**src/rtl/carm_pkg.sv**
```systemverilog
// ============================================================================
// carm_pkg: shared types, constants and functions
// Widths, register indexes and pixel scaling used by the clipped alpha
// rectangle multiply unit.
// ============================================================================
package carm_pkg;

    // Largest layer dimension; layer sizes saturate at this value.
    localparam int MAX_DIMENSION = 4096;
    localparam int DIM_W         = $clog2(MAX_DIMENSION + 1);

    // Field widths.
    localparam int PIX_W     = 12;  // pixel position
    localparam int HALF_W    = 16;  // one half of a packed register
    localparam int DATA_W    = 32;  // widest configuration register
    localparam int BYTE_W    = 8;
    localparam int CLEAR_W   = 9;
    localparam int CFG_IDX_W = 3;

    // Signed working width of the clip arithmetic: holds offset sums of
    // two 16-bit values plus a 16-bit size with sign.
    localparam int COORD_W = 20;

    // Register indexes.
    localparam logic [CFG_IDX_W-1:0] REG_DEST_OFFSET   = 3'd0;
    localparam logic [CFG_IDX_W-1:0] REG_SOURCE_OFFSET = 3'd1;
    localparam logic [CFG_IDX_W-1:0] REG_COPY_SIZE     = 3'd2;
    localparam logic [CFG_IDX_W-1:0] REG_SOURCE_SIZE   = 3'd3;
    localparam logic [CFG_IDX_W-1:0] REG_DEST_SIZE     = 3'd4;
    localparam logic [CFG_IDX_W-1:0] REG_ADDITIVE_MODE = 3'd5;
    localparam logic [CFG_IDX_W-1:0] REG_CLEAR_VALUE   = 3'd6;

    // Clear value after reset: clearing disabled.
    localparam logic [CLEAR_W-1:0] CLEAR_RESET = 9'd256;
    localparam int CLEAR_OFF_BIT = 8;

    localparam logic [BYTE_W-1:0] ALPHA_FULL = 8'hff;
    localparam logic [BYTE_W-1:0] ALPHA_NONE = 8'h00;

    typedef struct packed {
        logic [DATA_W-1:0]  dest_offset;
        logic [DATA_W-1:0]  source_offset;
        logic [DATA_W-1:0]  copy_size;
        logic [DATA_W-1:0]  source_size;
        logic [DATA_W-1:0]  dest_size;
        logic               additive_mode;
        logic [CLEAR_W-1:0] clear_value;
    } t_cfg;

    // Clipped copy rectangle and clip window, in signed coordinates.
    typedef struct packed {
        logic                      active;  // copy size non-zero
        logic                      empty;   // nothing left after clipping
        logic signed [COORD_W-1:0] win_w;
        logic signed [COORD_W-1:0] win_h;
        logic signed [COORD_W-1:0] x_lo;
        logic signed [COORD_W-1:0] x_hi;
        logic signed [COORD_W-1:0] y_lo;
        logic signed [COORD_W-1:0] y_hi;
    } t_rect;

    typedef struct packed {
        logic [PIX_W-1:0]  pixel_x;
        logic [PIX_W-1:0]  pixel_y;
        logic [DATA_W-1:0] dest_pixel;
        logic [BYTE_W-1:0] source_alpha;
    } t_in_item;

    typedef struct packed {
        logic [DATA_W-1:0] result_pixel;
        logic              changed;
    } t_out_item;

    // Saturate a 16-bit size at MAX_DIMENSION.
    function automatic logic [DIM_W-1:0] dim_sat(input logic [HALF_W-1:0] v);
        logic [DIM_W-1:0] r;
        if (v > HALF_W'(MAX_DIMENSION)) begin
            r = DIM_W'(MAX_DIMENSION);
        end else begin
            r = DIM_W'(v);
        end
        return r;
    endfunction

    // byte * alpha / 255, rounded as (m + (m >> 7)) >> 8.
    function automatic logic [BYTE_W-1:0] scale_byte(input logic [BYTE_W-1:0] b,
                                                     input logic [BYTE_W-1:0] a);
        logic [2*BYTE_W-1:0] m;
        logic [2*BYTE_W:0]   s;
        m = b * a;
        s = {1'b0, m} + {1'b0, (m >> 7)};
        return s[2*BYTE_W-1:BYTE_W];
    endfunction

    function automatic logic [DATA_W-1:0] scale_pixel(input logic [DATA_W-1:0] p,
                                                      input logic [BYTE_W-1:0] a);
        logic [DATA_W-1:0] r;
        if (a == ALPHA_FULL) begin
            r = p;
        end else if (a == ALPHA_NONE) begin
            r = '0;
        end else begin
            r = {scale_byte(p[31:24], a), scale_byte(p[23:16], a),
                 scale_byte(p[15:8], a), scale_byte(p[7:0], a)};
        end
        return r;
    endfunction

endpackage

```
**src/rtl/carm_in_if.sv**
```systemverilog
// ============================================================================
// carm_in_if: input item channel
// Valid/ready channel carrying one destination pixel and its source alpha.
// ============================================================================
interface carm_in_if;
    logic                           valid;
    logic                           ready;
    logic [carm_pkg::PIX_W-1:0]     pixel_x;
    logic [carm_pkg::PIX_W-1:0]     pixel_y;
    logic [carm_pkg::DATA_W-1:0]    dest_pixel;
    logic [carm_pkg::BYTE_W-1:0]    source_alpha;

    modport source (output valid, output pixel_x, output pixel_y,
                    output dest_pixel, output source_alpha, input ready);
    modport sink   (input valid, input pixel_x, input pixel_y,
                    input dest_pixel, input source_alpha, output ready);
endinterface

```
**src/rtl/carm_out_if.sv**
```systemverilog
// ============================================================================
// carm_out_if: result item channel
// Valid/ready channel carrying the new pixel value and its write flag.
// ============================================================================
interface carm_out_if;
    logic                           valid;
    logic                           ready;
    logic [carm_pkg::DATA_W-1:0]    result_pixel;
    logic                           changed;

    modport source (output valid, output result_pixel, output changed, input ready);
    modport sink   (input valid, input result_pixel, input changed, output ready);
endinterface

```
**src/rtl/carm_clip.sv**
```systemverilog
// ============================================================================
// carm_clip: copy rectangle clipping
// Clips the copy rectangle against the source layer and then the clip
// window, and registers the result for the pixel datapath.
// ============================================================================
module carm_clip (
    input  logic             i_clk,
    input  carm_pkg::t_cfg   i_cfg,
    output carm_pkg::t_rect  o_rect
);

    localparam int CW  = carm_pkg::COORD_W;
    localparam int HW  = carm_pkg::HALF_W;
    localparam int DW  = carm_pkg::DIM_W;

    logic signed [CW-1:0] sx, sy, w, h, sw, sh, dw, dh, dx, dy;
    logic signed [CW-1:0] sx1, sy1, w1, h1, dx1, dy1, w2, h2;
    logic signed [CW-1:0] dx2, dy2, w3, h3, w4, h4;
    logic                 e1, e2, e3;
    carm_pkg::t_rect      n_rect;
    carm_pkg::t_rect      r_rect;

    always_comb begin
        sx = $signed({{(CW-HW){i_cfg.source_offset[15]}}, i_cfg.source_offset[15:0]});
        sy = $signed({{(CW-HW){i_cfg.source_offset[31]}}, i_cfg.source_offset[31:16]});
        dx = $signed({{(CW-HW){i_cfg.dest_offset[15]}}, i_cfg.dest_offset[15:0]});
        dy = $signed({{(CW-HW){i_cfg.dest_offset[31]}}, i_cfg.dest_offset[31:16]});
        w  = $signed({{(CW-HW){1'b0}}, i_cfg.copy_size[15:0]});
        h  = $signed({{(CW-HW){1'b0}}, i_cfg.copy_size[31:16]});
        sw = $signed({{(CW-DW){1'b0}}, carm_pkg::dim_sat(i_cfg.source_size[15:0])});
        sh = $signed({{(CW-DW){1'b0}}, carm_pkg::dim_sat(i_cfg.source_size[31:16])});
        dw = $signed({{(CW-DW){1'b0}}, carm_pkg::dim_sat(i_cfg.dest_size[15:0])});
        dh = $signed({{(CW-DW){1'b0}}, carm_pkg::dim_sat(i_cfg.dest_size[31:16])});

        // Against the source layer.
        e1 = (sx + w <= 0) || (sy + h <= 0) || (sx >= sw) || (sy >= sh);
        if (sx < 0) begin
            w1  = w + sx;
            dx1 = dx - sx;
            sx1 = '0;
        end else begin
            w1  = w;
            dx1 = dx;
            sx1 = sx;
        end
        if (sy < 0) begin
            h1  = h + sy;
            dy1 = dy - sy;
            sy1 = '0;
        end else begin
            h1  = h;
            dy1 = dy;
            sy1 = sy;
        end
        w2 = (sx1 + w1 > sw) ? sw - sx1 : w1;
        h2 = (sy1 + h1 > sh) ? sh - sy1 : h1;

        // Against the clip window.
        e2 = (dx1 + w2 <= 0) || (dy1 + h2 <= 0) || (dx1 >= dw) || (dy1 >= dh);
        if (dx1 < 0) begin
            w3  = w2 + dx1;
            dx2 = '0;
        end else begin
            w3  = w2;
            dx2 = dx1;
        end
        if (dy1 < 0) begin
            h3  = h2 + dy1;
            dy2 = '0;
        end else begin
            h3  = h2;
            dy2 = dy1;
        end
        w4 = (dx2 + w3 > dw) ? dw - dx2 : w3;
        h4 = (dy2 + h3 > dh) ? dh - dy2 : h3;
        e3 = (w4 <= 0) || (h4 <= 0);

        n_rect.active = (i_cfg.copy_size[15:0] != '0) && (i_cfg.copy_size[31:16] != '0);
        n_rect.empty  = e1 || e2 || e3;
        n_rect.win_w  = dw;
        n_rect.win_h  = dh;
        n_rect.x_lo   = dx2;
        n_rect.x_hi   = dx2 + w4;
        n_rect.y_lo   = dy2;
        n_rect.y_hi   = dy2 + h4;
    end

    // Follow the configuration; the clipped result is registered.
    always_ff @(posedge i_clk) begin
        r_rect <= n_rect;
    end

    assign o_rect = r_rect;

endmodule

```
**src/rtl/clipped_alpha_rect_multiply_unit.sv**
```systemverilog
// ============================================================================
// clipped_alpha_rect_multiply_unit: alpha mask multiply with rect clipping
// Scales destination pixels by a source alpha inside a clipped copy
// rectangle and optionally clears the rest of the clip window.
// ============================================================================
//
//  channel   direction  handshake        payload
//  i_in      sink       valid / ready    pixel_x, pixel_y, dest_pixel,
//                                        source_alpha
//  o_out     source     valid / ready    result_pixel, changed
//  i_cfg_*   write      i_cfg_we         i_cfg_index, i_cfg_data
//
//  One item per clock sustained while o_out.ready stays high; an accepted
//  item passes through the input register, then the result register,
//  before it shows on o_out.
//  The clipped rectangle is registered from the configuration and is ready
//  once a write has passed the configuration register and clip register.
//  i_rst_n is synchronous, active low: clears both valid flags and resets
//  the configuration registers.
//  A stalled result holds in the output register; the input register takes
//  an item while it is empty or the output register is free or draining.
//
module clipped_alpha_rect_multiply_unit (
    input  logic                               i_clk,
    input  logic                               i_rst_n,
    input  logic                               i_cfg_we,
    input  logic [carm_pkg::CFG_IDX_W-1:0]     i_cfg_index,
    input  logic [carm_pkg::DATA_W-1:0]        i_cfg_data,
    carm_in_if.sink                            i_in,
    carm_out_if.source                         o_out
);

    localparam int CW = carm_pkg::COORD_W;
    localparam int PW = carm_pkg::PIX_W;

    carm_pkg::t_cfg      r_cfg;
    carm_pkg::t_rect     rect;
    carm_pkg::t_in_item  r_s1;
    carm_pkg::t_out_item r_out;
    carm_pkg::t_out_item n_out;
    logic                r_s1_v;
    logic                r_out_v;
    logic                load_out;
    logic                s1_free;
    logic                accept;

    logic signed [CW-1:0]              px_s, py_s;
    logic                              in_win, in_rect, clearing;
    logic [carm_pkg::BYTE_W-1:0]       alpha_sel;
    logic [carm_pkg::DATA_W-1:0]       scaled;

    // ------------------------------------------------------------------
    // Configuration registers
    // ------------------------------------------------------------------
    always_ff @(posedge i_clk) begin
        if (!i_rst_n) begin
            r_cfg.dest_offset   <= '0;
            r_cfg.source_offset <= '0;
            r_cfg.copy_size     <= '0;
            r_cfg.source_size   <= '0;
            r_cfg.dest_size     <= '0;
            r_cfg.additive_mode <= 1'b0;
            r_cfg.clear_value   <= carm_pkg::CLEAR_RESET;
        end else if (i_cfg_we) begin
            case (i_cfg_index)
                carm_pkg::REG_DEST_OFFSET:   r_cfg.dest_offset   <= i_cfg_data;
                carm_pkg::REG_SOURCE_OFFSET: r_cfg.source_offset <= i_cfg_data;
                carm_pkg::REG_COPY_SIZE:     r_cfg.copy_size     <= i_cfg_data;
                carm_pkg::REG_SOURCE_SIZE:   r_cfg.source_size   <= i_cfg_data;
                carm_pkg::REG_DEST_SIZE:     r_cfg.dest_size     <= i_cfg_data;
                carm_pkg::REG_ADDITIVE_MODE: r_cfg.additive_mode <= i_cfg_data[0];
                carm_pkg::REG_CLEAR_VALUE: begin
                    r_cfg.clear_value <= i_cfg_data[carm_pkg::CLEAR_W-1:0];
                end
                default: ;  // drop writes to unused indexes
            endcase
        end
    end

    // Clipped rectangle, registered off the configuration.
    carm_clip u_clip (
        .i_clk  (i_clk),
        .i_cfg  (r_cfg),
        .o_rect (rect)
    );

    // ------------------------------------------------------------------
    // Handshake: advance the input register whenever the result register
    // is empty or being taken this cycle.
    // ------------------------------------------------------------------
    assign load_out   = r_s1_v && (!r_out_v || o_out.ready);
    assign s1_free    = !r_s1_v || load_out;
    assign accept     = i_in.valid && s1_free;
    assign i_in.ready = s1_free;

    // ------------------------------------------------------------------
    // Pixel datapath: window test, rectangle test, one set of byte
    // multipliers shared by the copy and clear paths.
    // ------------------------------------------------------------------
    always_comb begin
        px_s = $signed({{(CW-PW){1'b0}}, r_s1.pixel_x});
        py_s = $signed({{(CW-PW){1'b0}}, r_s1.pixel_y});

        in_win  = rect.active && (px_s < rect.win_w) && (py_s < rect.win_h);
        in_rect = !rect.empty &&
                  (px_s >= rect.x_lo) && (px_s < rect.x_hi) &&
                  (py_s >= rect.y_lo) && (py_s < rect.y_hi);
        clearing = !r_cfg.clear_value[carm_pkg::CLEAR_OFF_BIT];

        // Copy uses the source alpha, clear uses the clear value.
        alpha_sel = in_rect ? r_s1.source_alpha
                            : r_cfg.clear_value[carm_pkg::BYTE_W-1:0];
        scaled    = carm_pkg::scale_pixel(r_s1.dest_pixel, alpha_sel);

        n_out.result_pixel = r_s1.dest_pixel;
        n_out.changed      = 1'b0;
        if (in_win && (in_rect || clearing)) begin
            n_out.changed = 1'b1;
            if (r_cfg.additive_mode) begin
                n_out.result_pixel = scaled;
            end else if (in_rect) begin
                n_out.result_pixel = {scaled[31:24], r_s1.dest_pixel[23:0]};
            end else begin
                n_out.result_pixel = {r_cfg.clear_value[carm_pkg::BYTE_W-1:0],
                                      r_s1.dest_pixel[23:0]};
            end
        end
    end

    // ------------------------------------------------------------------
    // Pipeline registers
    // ------------------------------------------------------------------
    always_ff @(posedge i_clk) begin
        if (!i_rst_n) begin
            r_s1_v  <= 1'b0;
            r_out_v <= 1'b0;
        end else begin
            if (s1_free) begin
                r_s1_v <= i_in.valid;
            end
            if (load_out) begin
                r_out_v <= 1'b1;
            end else if (o_out.ready) begin
                r_out_v <= 1'b0;
            end
        end
    end

    always_ff @(posedge i_clk) begin
        if (accept) begin
            r_s1.pixel_x      <= i_in.pixel_x;
            r_s1.pixel_y      <= i_in.pixel_y;
            r_s1.dest_pixel   <= i_in.dest_pixel;
            r_s1.source_alpha <= i_in.source_alpha;
        end
        if (load_out) begin
            r_out <= n_out;
        end
    end

    assign o_out.valid        = r_out_v;
    assign o_out.result_pixel = r_out.result_pixel;
    assign o_out.changed      = r_out.changed;

    // ------------------------------------------------------------------
    // Assertions
    // ------------------------------------------------------------------
    a_full_blocks_input: assert property (@(posedge i_clk) disable iff (!i_rst_n)
        (r_s1_v && r_out_v && !o_out.ready) |-> !i_in.ready)
        else $error("input taken while both stages are full and stalled");

    a_accept_fills_stage: assert property (@(posedge i_clk) disable iff (!i_rst_n)
        accept |=> r_s1_v)
        else $error("accepted item lost from the input register");

    a_untouched_repeats: assert property (@(posedge i_clk) disable iff (!i_rst_n)
        (load_out && !n_out.changed) |-> (n_out.result_pixel == r_s1.dest_pixel))
        else $error("untouched pixel does not repeat the destination pixel");

    a_zero_size_no_write: assert property (@(posedge i_clk) disable iff (!i_rst_n)
        (load_out && $stable(r_cfg.copy_size) &&
         ((r_cfg.copy_size[15:0] == '0) || (r_cfg.copy_size[31:16] == '0)))
        |-> !n_out.changed)
        else $error("pixel written with a zero copy size");

    a_stage_moves_on_drain: assert property (@(posedge i_clk) disable iff (!i_rst_n)
        (r_s1_v && !r_out_v) |=> r_out_v)
        else $error("result register did not take a waiting item");

endmodule
```
**src/flat_wrapper.sv**
```systemverilog
// flat-port wrapper written by rule: the top's interface ports become plain ports
module clipped_alpha_rect_multiply_unit_flat 
  (i_clk, i_rst_n, i_cfg_we, i_cfg_index, i_cfg_data, i_in_valid, i_in_pixel_x, i_in_pixel_y, i_in_dest_pixel, i_in_source_alpha, i_in_ready, o_out_valid, o_out_result_pixel, o_out_changed, o_out_ready);
  carm_in_if i_in_i ();
  carm_out_if o_out_i ();
  input  logic i_clk;
  input  logic i_rst_n;
  input  logic i_cfg_we;
  input  logic [carm_pkg::CFG_IDX_W-1:0] i_cfg_index;
  input  logic [carm_pkg::DATA_W-1:0] i_cfg_data;
  input wire logic [$bits(i_in_i.valid)-1:0] i_in_valid;
  input wire logic [$bits(i_in_i.pixel_x)-1:0] i_in_pixel_x;
  input wire logic [$bits(i_in_i.pixel_y)-1:0] i_in_pixel_y;
  input wire logic [$bits(i_in_i.dest_pixel)-1:0] i_in_dest_pixel;
  input wire logic [$bits(i_in_i.source_alpha)-1:0] i_in_source_alpha;
  output wire logic [$bits(i_in_i.ready)-1:0] i_in_ready;
  output wire logic [$bits(o_out_i.valid)-1:0] o_out_valid;
  output wire logic [$bits(o_out_i.result_pixel)-1:0] o_out_result_pixel;
  output wire logic [$bits(o_out_i.changed)-1:0] o_out_changed;
  input wire logic [$bits(o_out_i.ready)-1:0] o_out_ready;
  assign i_in_i.valid = i_in_valid;
  assign i_in_i.pixel_x = i_in_pixel_x;
  assign i_in_i.pixel_y = i_in_pixel_y;
  assign i_in_i.dest_pixel = i_in_dest_pixel;
  assign i_in_i.source_alpha = i_in_source_alpha;
  assign i_in_ready = i_in_i.ready;
  assign o_out_valid = o_out_i.valid;
  assign o_out_result_pixel = o_out_i.result_pixel;
  assign o_out_changed = o_out_i.changed;
  assign o_out_i.ready = o_out_ready;
  clipped_alpha_rect_multiply_unit u_core (.i_clk(i_clk), .i_rst_n(i_rst_n), .i_cfg_we(i_cfg_we), .i_cfg_index(i_cfg_index), .i_cfg_data(i_cfg_data), .i_in(i_in_i), .o_out(o_out_i));
endmodule
```
**config.mk**
```make
export PLATFORM = sky130hd
export DESIGN_NAME = clipped_alpha_rect_multiply_unit_flat
export DESIGN_NICKNAME = d
export VERILOG_FILES = /design/src/rtl/carm_pkg.sv /design/src/rtl/carm_in_if.sv /design/src/rtl/carm_out_if.sv /design/src/rtl/carm_clip.sv /design/src/rtl/clipped_alpha_rect_multiply_unit.sv /design/src/flat_wrapper.sv
export SDC_FILE = /design/constraint.sdc
export NUM_CORES = 2
export LEC_CHECK = 0
export BUFFER_PORTS_ARGS = -buffer_cell sky130_fd_sc_hd__buf_2
export CAP_MARGIN = 15
export CORE_MARGIN = 2
export CORE_UTILIZATION = 35
export CTS_BUF_LIST = sky130_fd_sc_hd__clkbuf_8
export DETAILED_ROUTE_END_ITERATION = 6
export PLACE_DENSITY_LB_ADDON = 0.08
export SLEW_MARGIN = 10
export SYNTH_ARGS = -nofsm -noshare
export SYNTH_HDL_FRONTEND = slang
export SYNTH_SLANG_ARGS = --single-unit
export TNS_END_PERCENT = 50
```
**constraint.sdc**
```tcl
create_clock -name i_clk -period 12.4 [get_ports i_clk]
set_clock_uncertainty 0.2 [all_clocks]
set_input_delay 2.48 -clock i_clk [delete_from_list [all_inputs] [get_ports i_clk]]
set_output_delay 2.48 -clock i_clk [all_outputs]
set_load 0.01 [all_outputs]
```
; ---- Word-level counts from Yosys, hierarchy flattened
; Cells that the tools add are included.
[classes]
add_sub_neg = 24
mul = 4
order_cmp = 28
eq_ne = 7
muxes = 26
reduce_logical = 38
[op_table]
columns = operator, count
row1 = $mux 20, 14
row2 = $add 20x20->20, 8
row3 = $mux 32, 4
row4 = $gt 20x14->1, 4
row5 = $sub 14x20->20, 4
row6 = $add 16x9->16, 4
row7 = $gt 16x13->1 const B, 4
row8 = $mul 8x8->16, 4
row9 = $mux 13, 4
row10 = $add 20x20->21, 2
row11 = $le 21x1->1 const B, 2
row12 = $ge 13x20->1, 2
row13 = $ge 20x14->1, 2
row14 = $le 20x1->1 const B, 2
row15 = $lt 13x20->1, 2
row16 = $lt 20x1->1 const B, 2
row17 = $add 16x17->18, 2
row18 = $add 17x16->18, 2
row19 = $le 18x1->1 const B, 2
row20 = $sub 16x16->17, 2
row21 = $mux 33, 1
row22 = $ge 16x14->1, 2
row23 = $lt 16x1->1 const B, 2
row24 = $reduce_bool 16->1, 2
row25 = other kinds (14), 48
[word_totals]
reg_bits = 377
in_bits = 104
out_inout_bits = 35

; ---- Longest topological paths before layout
[logic_depth]
ltp_word = 13
ltp_mapped = 75

; ---- Modules after synthesis
; From an unflattened synthesis, not the netlist that was laid out.
[unflattened]
cells_unflattened = 5141
area_unflattened_um2 = 42231.8
[modules_own_cells]
columns = module, n_inst, cells_each, area_each_um2, seq_area_each_um2
row1 = clipped_alpha_rect_multiply_unit, 1, 2479, 22235.1, 6356.1
row2 = carm_clip, 1, 2662, 19996.7, 2001.9

; ---- Worst setup path before layout
; OpenSTA, ideal clock, no wires.
[synth_timing]
path_type = register to register
from = register u_core.r_cfg[137] (netlist name)
to = register u_core.u_clip.r_rect (netlist bit u_core.u_clip.o_rect[18])
setup_time_ns = 0.124
arrival_time_ns = 13.317
required_time_ns = 12.076
slack_ns = -1.240
path_stages_with_launch = 71
path_buffers = 8
path_cell_list = dfxtp_1 -> buf_1 -> buf_1 -> buf_1 -> clkbuf_1 -> nor2_1 -> ha_1 -> inv_1 -> fa_1 -> nor2b_1 -> o31a_1 -> or3_1 -> nand2_1 -> o21ai_0 -> xor2_1 -> ha_1 -> a21o_1 -> a211o_1 -> [... 35 more ...] -> a21oi_1 -> ha_1 -> inv_1 -> fa_1 -> nor2b_1 -> o21ai_0 -> a21boi_0 -> o21ai_0 -> a21boi_0 -> o21ai_0 -> nand2b_1 -> a21o_1 -> nand2_1 -> a211o_1 -> o21a_1 -> o21ai_0 -> nor3b_1 -> xnor2_1
[synth_lines]
columns = element, line_no
row1 = from (decl), clipped_alpha_rect_multiply_unit.sv:36  ; carm_pkg::t_cfg r_cfg;
row2 = to (signal assigned), carm_clip.sv:90  ; r_rect <= n_rect;
row3 = to (decl), carm_clip.sv:21  ; carm_pkg::t_rect r_rect;

==> impl_metrics.json <==
{
  "cp.arrival_ns": 13.07,
  "num_rows": 124,
  "period_share_pct": 101,
  "fmax_ghz": 0.0797,
  "final_cell_mix": "nand2_1 (783), buf_4 (620), ha_1 (580)",
  "final_util_pct": 44.0,
  "violations": "negative setup slack",
  "wirelength_um": 133000,
  "end_kind": "register",
  "area_growth_pct": 24.5,
  "drt-initial-drc-count": 1647,
  "io_pins": 139,
  "relSlewSlack_pct": 18.1,
  "status": "finished with violations",
  "fp.coreArea_um2": 115000,
  "place_congestion": 0.920,
  "place_area_um2": 46700,
  "cts_tree": "yes",
  "port_buffers": 138,
  "dp_hpwl_um": 107000,
  "ys_ff_latch": 369,
  "wl_met2_um": 61200,
  "antenna_left": 0,
  "hold_viol_final": 0,
  "cp_slowest_cell": "or3_4",
  "start_util_pct": 35.4,
  "cts_root_buf": "clkbuf_8",
  "path_class": "register to register",
  "seq_area_frac_synth_pct": 20.6,
  "vias_per_cell": 5.08,
  "die-width_um": 344,
  "syn_nets": 5856,
  "clkTransAtPathRegs_ns": 0.06,
  "grt_start_max_net_pins": 108,
  "hold_buffers": 0,
  "cts.sinks": 369,
  "setup_viol": 6,
  "synth_edf_count": 97,
  "rsz0062_at_grt": "true",
  "grt_pass1_vias": 36800,
  "grt_pass1_wl_um": 206000,
  "setup_ws_ns": -0.153,
  "syn_inst": 4981,
  "m1WireLength_um": 64100,
  "clockBufferDepth": 3,
  "final_nets": 6565,
  "die_area_um2": 119000,
  "yosysWarnings": 0,
  "crit_path_frequent_cell": "buf_4",
  "p_leak_nw": 24.5,
  "grtUsageTotal_pct": 22.3,
  "dp_slack_ns": -0.874,
  "synth_area_per_cell_um2": 8.14,
  "dr.pass1.iters": 7,
  "antenna_found_initial": 8,
  "avgRoutedWirePerCell_um": 18.4,
  "synthArstFlopShare_pct": 0,
  "syn_area_um2": 40500,
  "report.final.slew_viol_count": 0,
  "gr-total-overflow": 0,
  "synthFlopType": "dfxtp_1",
  "drive_gt1_share_pct": 20.9,
  "htreeDepth": 3,
  "ir_drop_mv": 0.103,
  "final_common_cell": "nand2_1",
  "p_per_area_nw_per_um2": 106,
  "required_ns": 12.92,
  "synthTopCellsByArea": "ha_1 (19%), dfxtp_1 (13%), fa_1 (7.9%)",
  "yosysTopAreaCell": "ha_1",
  "tightest_slew_ns": 1.22,
  "finalHoldWorstSlack_ns": 0.281,
  "finalInstanceArea_um2": 50500,
  "yosysTopAreaCellShare_pct": 18.9,
  "yosysUniqueCellTypes": 95,
  "via_count": 36900,
  "cp-start-kind": "register",
  "wl_met3_um": 4560,
  "critPathMaxFanout": 9,
  "numCtsBuffers": 75,
  "power_w": 0.00537,
  "min_period_ns": 12.55,
  "max_stage_delay_ns": 0.42,
  "insertion_delay_ns": 0.78,
  "hold_class": "register to register",
  "die_h_um": 344,
  "max_cap_violations": 0,
  "top_layer_used": "met5",
  "drc_errors": 0
}
==> cells by family (layout without fill, tap and decap cells) <==
group | after synthesis | in the layout | synth area share (%)
DFF | 369 | 369 | 20.6
AOI/OAI and AO/OA | 1175 | 1175 | 19.2
and+or+nand+nor | 1628 | 1628 | 18.7
xor gates and xnor gates | 264 | 264 | 5.70
other | 0 | 1 | 0
muxes | 99 | 99 | 2.69
buffers and inverters | 675 | 1442 | 6.30
adders and majority gates | 771 | 771 | 26.8
==> cell usage after synthesis, types with 44 or more instances <==
| master | number |
|---|---|
| a21boi_0 | 181 |
| a21o_1 | 136 |
| a21oi_1 | 267 |
| and2_1 | 147 |
| clkbuf_1 | 107 |
| dfxtp_1 | 272 |
| edfxtp_1 | 97 |
| fa_1 | 160 |
| ha_1 | 611 |
| inv_1 | 533 |
| mux2_2 | 62 |
| nand2_1 | 787 |
| nand3_1 | 69 |
| nor2_1 | 237 |
| nor2b_1 | 53 |
| nor3_1 | 76 |
| nor4_1 | 50 |
| o21a_1 | 63 |
| o21ai_0 | 193 |
| o21bai_1 | 44 |
| xnor2_1 | 189 |
| xor2_1 | 75 |
==> final cells by class <==
cell class / count / area (um2)
Clock inverter: 50 / 464
Inverter: 535 / 2010
Antenna cell: 1 / 2.50
Clock buffer: 85 / 1170
Sequential cell: 369 / 8370
Timing Repair Buffer: 772 / 5520
Multi-Input combinational cell: 3937 / 31100
Tap cell: 1512 / 1890
Fill cell: 11700 / 64200
==> worst max-delay path, delay by kind of cell, from the launching register on <==
kind	cells	cell delay, ns
muxes	3	0.87
DFF	1	0.33
xor gates and xnor gates	3	0.44
AOI/OAI and AO/OA	20	3.76
and+or+nand+nor	8	1.35
adders and majority gates	7	1.83
buffers and inverters	30	3.76
==> layer usage <==
metal / GRT usage [%] / up-vias
li1: - / 18700
met1: 30.4 / 17400
met2: 37.3 / 621
met3: 2.45 / 159
met4: 6.01 / 4
met5: 0 / -
==> path summary, 6_finish.rpt <==
kind,from,cells past startpoint,slack (ns),end
max,u_core.r_cfg[74],71,-0.15,u_core.u_clip.o_rect[44]
min,u_core.r_cfg[138],2,0.28,u_core.r_cfg[138]
max reg2reg,u_core.r_cfg[74],71,-0.15,u_core.u_clip.o_rect[44]
min reg2reg,u_core.r_cfg[138],2,0.28,u_core.r_cfg[138]
==> sequential cells by signal, summed over array words and instances, names as in the netlist <==
signal                     cells
u_core.o_out.changed           1
u_core.px_s                   12
u_core.r_s1_v                  1
u_core.o_out.valid             1
u_core.u_clip.o_rect         100
u_core.r_s1                   40
u_core.o_out.result_pixel     32
u_core.py_s                   12
u_core.r_cfg                 170
==> what timing repair did <==
item | in CTS | in global routing
pin swaps | 129 | 123
resized for setup | 116 | 153
setup endpoints to repair | 21 | 26
setup buffers | 125 | 17
gates cloned | 0 | 1
==> where the power goes <==
part | leakage (nW) | internal (W) | total [W] | switching [W]
Sequential | 3.15 | 0.00134 | 0.00140 | 0.0000599
Combinational | 20.5 | 0.00124 | 0.00256 | 0.00132
Clock | 0.913 | 0.000799 | 0.00141 | 0.000606
==> through the flow <==
stage | std cells | setup TNS [ns]
floorplan | 4981 | 0
global placement | 7007 | -7.25
detailed placement | 7007 | -10.30
CTS | 7265 | -1.16
global route | 7261 | -8.78
finish | 7261 | -0.489
Power figures use the tool's default switching activity.
